===== config.mk =====
export PLATFORM = sky130hd
export DESIGN_NAME = ordered_list_append_remove_flat
export DESIGN_NICKNAME = d
export VERILOG_FILES = /design/src/rtl/core/olar_pkg.sv /design/src/rtl/core/olar_if.sv /design/src/rtl/core/olar_cell.sv /design/src/rtl/core/olar_ctrl.sv /design/src/rtl/core/ordered_list_append_remove.sv /design/src/flat_wrapper.sv
export SDC_FILE = /design/constraint.sdc
export NUM_CORES = 2
export LEC_CHECK = 0
export ABC_CLOCK_PERIOD_IN_PS = 11300
export BUFFER_PORTS_ARGS = -buffer_cell sky130_fd_sc_hd__buf_4
export CELL_PAD_IN_SITES_DETAIL_PLACEMENT = 1
export CELL_PAD_IN_SITES_GLOBAL_PLACEMENT = 2
export CORE_ASPECT_RATIO = 1.2
export CORE_UTILIZATION = 46
export DETAILED_ROUTE_END_ITERATION = 16
export PLACE_DENSITY_LB_ADDON = 0.1
export SYNTH_ARGS = -nofsm -noshare
export SYNTH_HDL_FRONTEND = slang
export SYNTH_HIERARCHICAL = 1
export SYNTH_SLANG_ARGS = --single-unit

===== constraint.sdc =====
create_clock -name i_clk -period 11.3 [get_ports i_clk]
set_input_delay 0.565 -clock i_clk [delete_from_list [all_inputs] [get_ports i_clk]]
set_output_delay 0.565 -clock i_clk [all_outputs]
set_load 0.03 [all_outputs]

===== src/rtl/core/olar_pkg.sv =====
package olar_pkg;

    // Store size and result limits.
    localparam int CAPACITY    = 16;
    localparam int MAX_RESULTS = 16;
    localparam int DUMP_MAX    = (CAPACITY < MAX_RESULTS) ? CAPACITY : MAX_RESULTS;

    // Widths of the fields and of the internal counters.
    localparam int VALUE_W  = 32;
    localparam int MODE_W   = 2;
    localparam int COUNT_W  = 5;
    localparam int STATUS_W = 2;
    localparam int CNT_W    = $clog2(CAPACITY + 1);
    localparam int IDX_W    = (CAPACITY > 1) ? $clog2(CAPACITY) : 1;

    // Operation codes carried in the mode field.
    localparam logic [MODE_W-1:0] MODE_APPEND = 2'd0;
    localparam logic [MODE_W-1:0] MODE_REMOVE = 2'd1;
    localparam logic [MODE_W-1:0] MODE_DUMP   = 2'd2;

    // Status codes of a result word.
    localparam logic [STATUS_W-1:0] ST_OK        = 2'd0;
    localparam logic [STATUS_W-1:0] ST_FULL      = 2'd1;
    localparam logic [STATUS_W-1:0] ST_NOT_FOUND = 2'd2;
    localparam logic [STATUS_W-1:0] ST_EMPTY     = 2'd3;

    // Commands broadcast from the controller to every cell of the row.
    typedef struct packed {
        logic                      append;
        logic                      remove;
        logic                      rotate;
        logic signed [VALUE_W-1:0] value;
        logic [CNT_W-1:0]          count;
    } t_cell_ctl;

endpackage


===== src/rtl/core/olar_if.sv =====
// Command channel: one word per operation.
interface olar_cmd_if;
    import olar_pkg::*;

    logic                      valid;
    logic                      ready;
    logic [MODE_W-1:0]         mode;
    logic signed [VALUE_W-1:0] value;

    modport source (output valid, output mode, output value, input ready);
    modport sink (input valid, input mode, input value, output ready);
endinterface

// Result channel: one or more words per operation.
interface olar_res_if;
    import olar_pkg::*;

    logic                      valid;
    logic                      ready;
    logic signed [VALUE_W-1:0] item_value;
    logic [COUNT_W-1:0]        count;
    logic [STATUS_W-1:0]       status;
    logic                      last;

    modport source (output valid, output item_value, output count, output status,
                    output last, input ready);
    modport sink (input valid, input item_value, input count, input status,
                  input last, output ready);
endinterface


===== src/rtl/core/olar_cell.sv =====
module olar_cell (
    input  logic                              i_clk,
    input  olar_pkg::t_cell_ctl               i_ctl,
    input  logic [olar_pkg::IDX_W-1:0]        i_idx,
    input  logic                              i_prev_hit,
    input  logic signed [olar_pkg::VALUE_W-1:0] i_next_data,
    input  logic signed [olar_pkg::VALUE_W-1:0] i_head_data,
    output logic                              o_hit,
    output logic signed [olar_pkg::VALUE_W-1:0] o_data
);
    import olar_pkg::*;

    logic signed [VALUE_W-1:0] r_data;
    logic signed [VALUE_W-1:0] n_data;
    logic [CNT_W-1:0]          pos;
    logic                      occupied;
    logic                      is_tail;
    logic                      is_slot;

    // Position of this cell relative to the fill level.
    assign pos      = CNT_W'(i_idx);
    assign occupied = pos < i_ctl.count;
    assign is_tail  = pos == (i_ctl.count - CNT_W'(1));
    assign is_slot  = pos == i_ctl.count;

    // The first match anywhere at or before this cell marks it for a shift.
    assign o_hit  = i_prev_hit | (occupied && (r_data == i_ctl.value));
    assign o_data = r_data;

    // Append writes the free slot, remove closes the gap, dump rotates the row.
    always_comb begin
        n_data = r_data;
        if (i_ctl.append && is_slot) begin
            n_data = i_ctl.value;
        end else if (i_ctl.remove && o_hit) begin
            n_data = i_next_data;
        end else if (i_ctl.rotate) begin
            n_data = is_tail ? i_head_data : i_next_data;
        end
    end

    always_ff @(posedge i_clk) begin
        r_data <= n_data;
    end

endmodule


===== src/rtl/core/olar_ctrl.sv =====
module olar_ctrl (
    input  logic                                i_clk,
    input  logic                                i_rst_n,
    olar_cmd_if.sink                            i_cmd,
    olar_res_if.source                          o_res,
    input  logic                                i_found,
    input  logic signed [olar_pkg::VALUE_W-1:0] i_head_data,
    output olar_pkg::t_cell_ctl                 o_ctl
);
    import olar_pkg::*;

    typedef enum logic {S_IDLE, S_DUMP} t_state;

    t_state                    r_state, n_state;
    logic [CNT_W-1:0]          r_count, n_count;
    logic [CNT_W-1:0]          r_rot_left, n_rot_left;
    logic [CNT_W-1:0]          r_emit_left, n_emit_left;
    logic                      r_out_valid, n_out_valid;
    logic signed [VALUE_W-1:0] r_item, n_item;
    logic [STATUS_W-1:0]       r_status, n_status;
    logic                      r_last, n_last;
    logic [CNT_W-1:0]          r_out_count, n_out_count;

    logic out_free;
    logic accept;
    logic emitting;

    // The output register is free when empty or taken in this cycle.
    assign out_free    = !r_out_valid || o_res.ready;
    assign i_cmd.ready = (r_state == S_IDLE) && out_free;
    assign accept      = i_cmd.valid && i_cmd.ready;
    assign emitting    = r_emit_left != '0;

    assign o_res.valid      = r_out_valid;
    assign o_res.item_value = r_item;
    assign o_res.count      = COUNT_W'(r_out_count);
    assign o_res.status     = r_status;
    assign o_res.last       = r_last;

    // Next-state logic for the sequencer and the result word.
    always_comb begin
        n_state      = r_state;
        n_count      = r_count;
        n_rot_left   = r_rot_left;
        n_emit_left  = r_emit_left;
        n_out_valid  = r_out_valid && !o_res.ready;
        n_item       = r_item;
        n_status     = r_status;
        n_last       = r_last;
        n_out_count  = r_out_count;
        o_ctl.append = 1'b0;
        o_ctl.remove = 1'b0;
        o_ctl.rotate = 1'b0;
        o_ctl.value  = i_cmd.value;
        o_ctl.count  = r_count;

        case (r_state)
            S_IDLE: begin
                if (accept) begin
                    n_item   = '0;
                    n_status = ST_OK;
                    n_last   = 1'b1;
                    case (i_cmd.mode)
                        MODE_APPEND: begin
                            if (r_count >= CNT_W'(CAPACITY)) begin
                                n_status = ST_FULL;
                            end else begin
                                o_ctl.append = 1'b1;
                                n_count      = r_count + CNT_W'(1);
                            end
                            n_out_valid = 1'b1;
                        end
                        MODE_REMOVE: begin
                            o_ctl.remove = 1'b1;
                            if (i_found) begin
                                n_count = r_count - CNT_W'(1);
                            end else begin
                                n_status = ST_NOT_FOUND;
                            end
                            n_out_valid = 1'b1;
                        end
                        MODE_DUMP: begin
                            if (r_count == '0) begin
                                n_status    = ST_EMPTY;
                                n_out_valid = 1'b1;
                            end else begin
                                n_state     = S_DUMP;
                                n_rot_left  = r_count;
                                n_emit_left = (r_count > CNT_W'(DUMP_MAX)) ?
                                              CNT_W'(DUMP_MAX) : r_count;
                            end
                        end
                        default: begin
                            n_out_valid = 1'b1;
                        end
                    endcase
                    n_out_count = n_count;
                end
            end
            S_DUMP: begin
                // One rotation per step; a step that emits waits for the output.
                if (!emitting || out_free) begin
                    o_ctl.rotate = 1'b1;
                    n_rot_left   = r_rot_left - CNT_W'(1);
                    if (emitting) begin
                        n_out_valid = 1'b1;
                        n_item      = i_head_data;
                        n_status    = ST_OK;
                        n_last      = r_emit_left == CNT_W'(1);
                        n_out_count = r_count;
                        n_emit_left = r_emit_left - CNT_W'(1);
                    end
                    if (r_rot_left == CNT_W'(1)) begin
                        n_state = S_IDLE;
                    end
                end
            end
            default: begin
                n_state = S_IDLE;
            end
        endcase
    end

    // State and registered outputs.
    always_ff @(posedge i_clk) begin
        if (!i_rst_n) begin
            r_state     <= S_IDLE;
            r_count     <= '0;
            r_rot_left  <= '0;
            r_emit_left <= '0;
            r_out_valid <= 1'b0;
        end else begin
            r_state     <= n_state;
            r_count     <= n_count;
            r_rot_left  <= n_rot_left;
            r_emit_left <= n_emit_left;
            r_out_valid <= n_out_valid;
        end
        r_item      <= n_item;
        r_status    <= n_status;
        r_last      <= n_last;
        r_out_count <= n_out_count;
    end

endmodule


===== src/rtl/core/ordered_list_append_remove.sv =====
// Insertion-ordered list of signed 32-bit words held in a row of 16 cells.
// Command channel i_cmd carries mode and value; result channel o_res carries
// item_value, count, status and last, each word ending on valid and ready.
// Append writes the value into the first free cell and answers one word with
// the new count, or status full when all cells are taken. Remove compares all
// cells at once, shifts every cell behind the first match one place forward
// and answers one word, ok or not found. Both answer in the cycle after accept.
// Dump rotates the row one cell per cycle, held while the output register
// keeps an untaken word, and emits the head cell at each step, so a list
// of n entries gives n words, each loaded into the output register from
// the dump state, over n rotation steps paced by the output handshake;
// the last word has last set. An empty dump answers one word with status
// empty. A dump holds the command channel for the n rotation steps of the row.
// A stalled receiver holds the result word in the output register; the next
// command is taken in the cycle in which that word leaves.
// Reset (synchronous, active low) empties the list and drops any pending word.
module ordered_list_append_remove (
    input  logic       i_clk,
    input  logic       i_rst_n,
    olar_cmd_if.sink   i_cmd,
    olar_res_if.source o_res
);
    import olar_pkg::*;

    t_cell_ctl                 ctl;
    logic [CAPACITY-1:0]       hit;
    logic signed [VALUE_W-1:0] data [CAPACITY];
    logic                      found;

    assign found = hit[CAPACITY-1];

    // Sequencer and result register.
    olar_ctrl u_ctrl (
        .i_clk       (i_clk),
        .i_rst_n     (i_rst_n),
        .i_cmd       (i_cmd),
        .o_res       (o_res),
        .i_found     (found),
        .i_head_data (data[0]),
        .o_ctl       (ctl)
    );

    // Row of cells; each takes its neighbor's word on a shift or rotation.
    for (genvar g = 0; g < CAPACITY; g++) begin : g_cell
        logic                      prev_hit;
        logic signed [VALUE_W-1:0] next_data;

        if (g == 0) begin : g_head
            assign prev_hit = 1'b0;
        end else begin : g_body
            assign prev_hit = hit[g-1];
        end

        if (g == CAPACITY - 1) begin : g_end
            assign next_data = data[g];
        end else begin : g_mid
            assign next_data = data[g+1];
        end

        olar_cell u_cell (
            .i_clk       (i_clk),
            .i_ctl       (ctl),
            .i_idx       (IDX_W'(g)),
            .i_prev_hit  (prev_hit),
            .i_next_data (next_data),
            .i_head_data (data[0]),
            .o_hit       (hit[g]),
            .o_data      (data[g])
        );
    end

`ifndef SYNTHESIS
    // The fill level never passes the number of cells.
    a_count_bound: assert property (@(posedge i_clk) disable iff (!i_rst_n)
        ctl.count <= CNT_W'(CAPACITY))
        else $error("entry count above capacity");

    // An accepted append with room grows the list by one.
    a_append_grows: assert property (@(posedge i_clk) disable iff (!i_rst_n)
        i_cmd.valid && i_cmd.ready && (i_cmd.mode == MODE_APPEND) &&
        (ctl.count < CNT_W'(CAPACITY))
        |=> ctl.count == $past(ctl.count) + CNT_W'(1))
        else $error("append did not grow the list");

    // A remove that misses leaves the fill level alone.
    a_miss_keeps: assert property (@(posedge i_clk) disable iff (!i_rst_n)
        i_cmd.valid && i_cmd.ready && (i_cmd.mode == MODE_REMOVE) && !found
        |=> $stable(ctl.count))
        else $error("remove without match changed the list");

    // A pending result word always reports the current fill level.
    a_word_count: assert property (@(posedge i_clk) disable iff (!i_rst_n)
        o_res.valid |-> o_res.count == COUNT_W'(ctl.count))
        else $error("result word count differs from fill level");
`endif

endmodule


===== src/flat_wrapper.sv =====
// flat-port wrapper written by rule: the top's interface ports become plain ports
module ordered_list_append_remove_flat import olar_pkg::*;
  (i_clk, i_rst_n, i_cmd_valid, i_cmd_mode, i_cmd_value, i_cmd_ready, o_res_valid, o_res_item_value, o_res_count, o_res_status, o_res_last, o_res_ready);
  olar_cmd_if i_cmd_i ();
  olar_res_if o_res_i ();
  input  logic i_clk;
  input  logic i_rst_n;
  input wire logic [$bits(i_cmd_i.valid)-1:0] i_cmd_valid;
  input wire logic [$bits(i_cmd_i.mode)-1:0] i_cmd_mode;
  input wire logic [$bits(i_cmd_i.value)-1:0] i_cmd_value;
  output wire logic [$bits(i_cmd_i.ready)-1:0] i_cmd_ready;
  output wire logic [$bits(o_res_i.valid)-1:0] o_res_valid;
  output wire logic [$bits(o_res_i.item_value)-1:0] o_res_item_value;
  output wire logic [$bits(o_res_i.count)-1:0] o_res_count;
  output wire logic [$bits(o_res_i.status)-1:0] o_res_status;
  output wire logic [$bits(o_res_i.last)-1:0] o_res_last;
  input wire logic [$bits(o_res_i.ready)-1:0] o_res_ready;
  assign i_cmd_i.valid = i_cmd_valid;
  assign i_cmd_i.mode = i_cmd_mode;
  assign i_cmd_i.value = i_cmd_value;
  assign i_cmd_ready = i_cmd_i.ready;
  assign o_res_valid = o_res_i.valid;
  assign o_res_item_value = o_res_i.item_value;
  assign o_res_count = o_res_i.count;
  assign o_res_status = o_res_i.status;
  assign o_res_last = o_res_i.last;
  assign o_res_i.ready = o_res_ready;
  ordered_list_append_remove u_core (.i_clk(i_clk), .i_rst_n(i_rst_n), .i_cmd(i_cmd_i), .o_res(o_res_i));
endmodule

==> run summary <==
Most frequent cells in the layout: 552 x edfxtp_1, 540 x nor2_1, 536 x a21oi_1, 359 x mux2i_1, 328 x xor2_1
Async set-reset flop share out of synthesis: 0%
Skew final: 0.0346 ns
FP Rows: 117
Commonest non-fill, non-tap cell in the layout: edfxtp_1
Hold-fix buffers, CTS: 0
Root Buffer: clkbuf_16
Fraction of the yosys area taken by sequential cells: 42.6%
Placer Congestion: 0.877
Slowest-stage cell, CP: edfxtp_1
Worst R2R Setup Slack: 3.58 ns
Cell Area, Synth: 39700 um^2
Final-report hold violation count: 0
Vias/cell: 6.25
Fmax: 130 MHz
DP Area: 41400 um^2
Chip width: 270 um
RSZ-0062 raised after global routing: no
Vias in the first global route: 33800
Clk slew on worst S/H paths: 0.06 ns
Delay-heaviest family, CP: compound AO/OA/AOI/OAI gates
I/O Buffers: 79
Slowest stage delay, CP: 1.01 ns
Tightest Pin Transition: 1.27 ns
IO Pins: 80
Synthesized area per cell: 9.88 um^2
Post-CTS Setup Bufs: 0
Initial DRC count: 2907
WL/cell: 28.4 um
Clk buf depth: 3
RR Endpoint: u_core/g_cell[15].u_cell/o_data[14]
P_leak: 17.8 nW
Post-CTS sizing: 0
Crit-path max FO: 32
CTS Sinks: 569
Class of the worst hold path: in2reg
GRT Util Overall: 34.2%
Pwr Density: 132 nW/um^2
Seq cells post-synth: 569
Finished Cell Area: 43600 um^2
Worst R2R Path Depth: 28
Fin Setup TNS: 0 ns
Largest net degree at the start of global routing: 66
Yosys warnings: 6
Hpwl dp: 99800 um
Initial antenna violation count: 7
Min Clock Period, post-route: 7.72 ns
Worst IR Drop VDD: 0.107 mV
Core area: 85200 um^2
Via count: 33500
DIE AREA: 87600 um^2
Tcrit/Tclk final: 68.3%
Total power: 5.75 mW
Synth unique cells: 70
Worst hold slack: 0.251 ns
Most frequent CP cell: a31o_1
Die Y: 324 um
CTS tree: built
Max-slew violation count: 0
Hold-critical path depth: 2
Detail Route Antenna Nets: 0
Layout cells sized above 1: 9.10%
Fin util: 51.1%
Crit Reg-Reg Startpoint: u_core/g_cell[0].u_cell/o_data[4]
Area grow syn2layout: 9.61%
Starting Density: 46.6%
Clock Latency Late Sink: 0.65 ns
Max Cap Viol: 0
Post-synth EDFFs: 552
CP arrival: 8.08 ns
Hold Path End: u_core/u_ctrl/r_rot_left[0]
Final Setup Violations: 0
CP Buf/Inv Count: 5
CTS H-tree lvls: 3
Fin nets: 4294
Setup CP Type: reg2reg
CP startpoint kind: flop
Synth Instances: 4022
Rel. slew slack: 14.5%
DR pass1 iterations: 6
GR Overflow Total: 0
Worst Path Required: 11.66 ns
CTS buffer count: 69
Main flop type after synthesis: edfxtp_1
First-pass GRT wire length: 223000 um
Worst Hold Launch: i_rst_n
Status: finished clean
CP endpoint kind: flop
Drt total wl: 152000 um
DR DRC count: 0
## report_power, final
| part | internal, mW | switching (mW) |
|---|---|---|
| clock network | 1.22 | 0.954 |
| logic | 0.353 | 0.672 |
| registers | 2.46 | 0.0861 |
## routing by layer
metal | global-route usage [%] | up-vias | share of wire, %
met5 | 0 | - | 0.023
met4 | 16.3 | 6 | 4.7
met3 | 5.28 | 349 | 6.8
met2 | 58.4 | 1340 | 49
met1 | 42.4 | 16900 | 40
li1 | - | 14900 | -
## state kept, by name (all words and copies together) (netlist names)
register                        count
u_core/g_cell.u_cell/o_data       512
u_core/u_ctrl/o_res.item_value     32
u_core/u_ctrl/o_res.count           5
u_core/u_ctrl/r_count               5
u_core/u_ctrl/r_emit_left           5
u_core/u_ctrl/r_rot_left            5
u_core/u_ctrl/o_res.status          2
u_core/u_ctrl/o_res.last            1
u_core/u_ctrl/o_res.valid           1
u_core/u_ctrl/r_state               1
## area by class of cell
type / count / area (um^2)
inverter: 182 / 683
antenna: 4 / 10.0
clock buffer: 90 / 1890
timing repair buffer: 196 / 1470
multi-input combinational: 3151 / 21000
clock inverter: 32 / 220
fill: 9610 / 41600
sequential: 569 / 16900
tap: 1130 / 1410
## worst reg2reg max path: cells and delay by family, from the launching register on
family / cells / cell delay, ns
XOR/XNOR: 1 / 0.15
flip-flops: 1 / 1.01
buffers and inverters: 5 / 0.50
AND/OR/NAND/NOR: 3 / 0.78
multiplexers: 1 / 0.32
AO/OA/AOI/OAI: 18 / 4.68
## synthesized netlist by cell type (30+ instances only)
cell type / n / area share (%)
clkbuf_1: 140 / 1.3
xnor2_1: 190 / 4.2
and2_1: 34 / 0.54
a31oi_1: 167 / 2.6
o21ai_0: 164 / 2.1
nor4_2: 37 / 1.2
o21ai_1: 32 / 0.40
nor2b_1: 30 / 0.47
nand4_1: 72 / 1.1
nand3_1: 54 / 0.68
mux2i_1: 359 / 9.0
nor2_1: 547 / 5.2
nand2_1: 48 / 0.45
nor4_1: 42 / 0.66
a21oi_1: 537 / 6.8
nor3_1: 34 / 0.43
ha_1: 87 / 2.7
buf_4: 33 / 0.62
xor2_1: 328 / 7.2
edfxtp_1: 552 / 42
buf_12: 33 / 1.7
inv_1: 182 / 1.7
## logic make-up (layout without fill, tap and decap cells)
| family | Yosys count | count (layout) | synth area share, % |
|---|---|---|---|
| compound gates | 1078 | 1078 | 15.9 |
| flops | 569 | 569 | 42.6 |
| xor+xnor | 518 | 518 | 11.4 |
| buf+inv | 451 | 500 | 6.51 |
| fa+ha+maj | 87 | 87 | 2.74 |
| mux | 360 | 360 | 9.07 |
| other cells | 2 | 155 | 0.0189 |
| simple gates | 957 | 957 | 11.7 |
## how the worst max path moves through the flow
stage                                 startpoint                                   to  cells past startpoint
6_report       u_core/g_cell[0].u_cell/o_data[4]  u_core/g_cell[15].u_cell/o_data[14]                     28
3_5_place_dp                     i_cmd_value[19]  u_core/g_cell[15].u_cell/o_data[14]                     29
5_1_grt        u_core/g_cell[0].u_cell/o_data[4]  u_core/g_cell[15].u_cell/o_data[11]                     28
2_1_floorplan           u_core/u_ctrl/r_count[2]   u_core/g_cell[15].u_cell/o_data[0]                     26
3_3_place_gp                      i_cmd_value[4]  u_core/g_cell[15].u_cell/o_data[26]                     29
4_1_cts        u_core/g_cell[0].u_cell/o_data[4]  u_core/g_cell[15].u_cell/o_data[11]                     28
## through the flow
stage	setup slack [ns]	std cells
detailed placement	3.74	5228
floorplan	5.30	4171
global placement	3.95	5228
CTS	3.80	5350
global route	3.36	5351
finish	3.58	5354
Note: power is estimated with default switching activity, not from simulation.
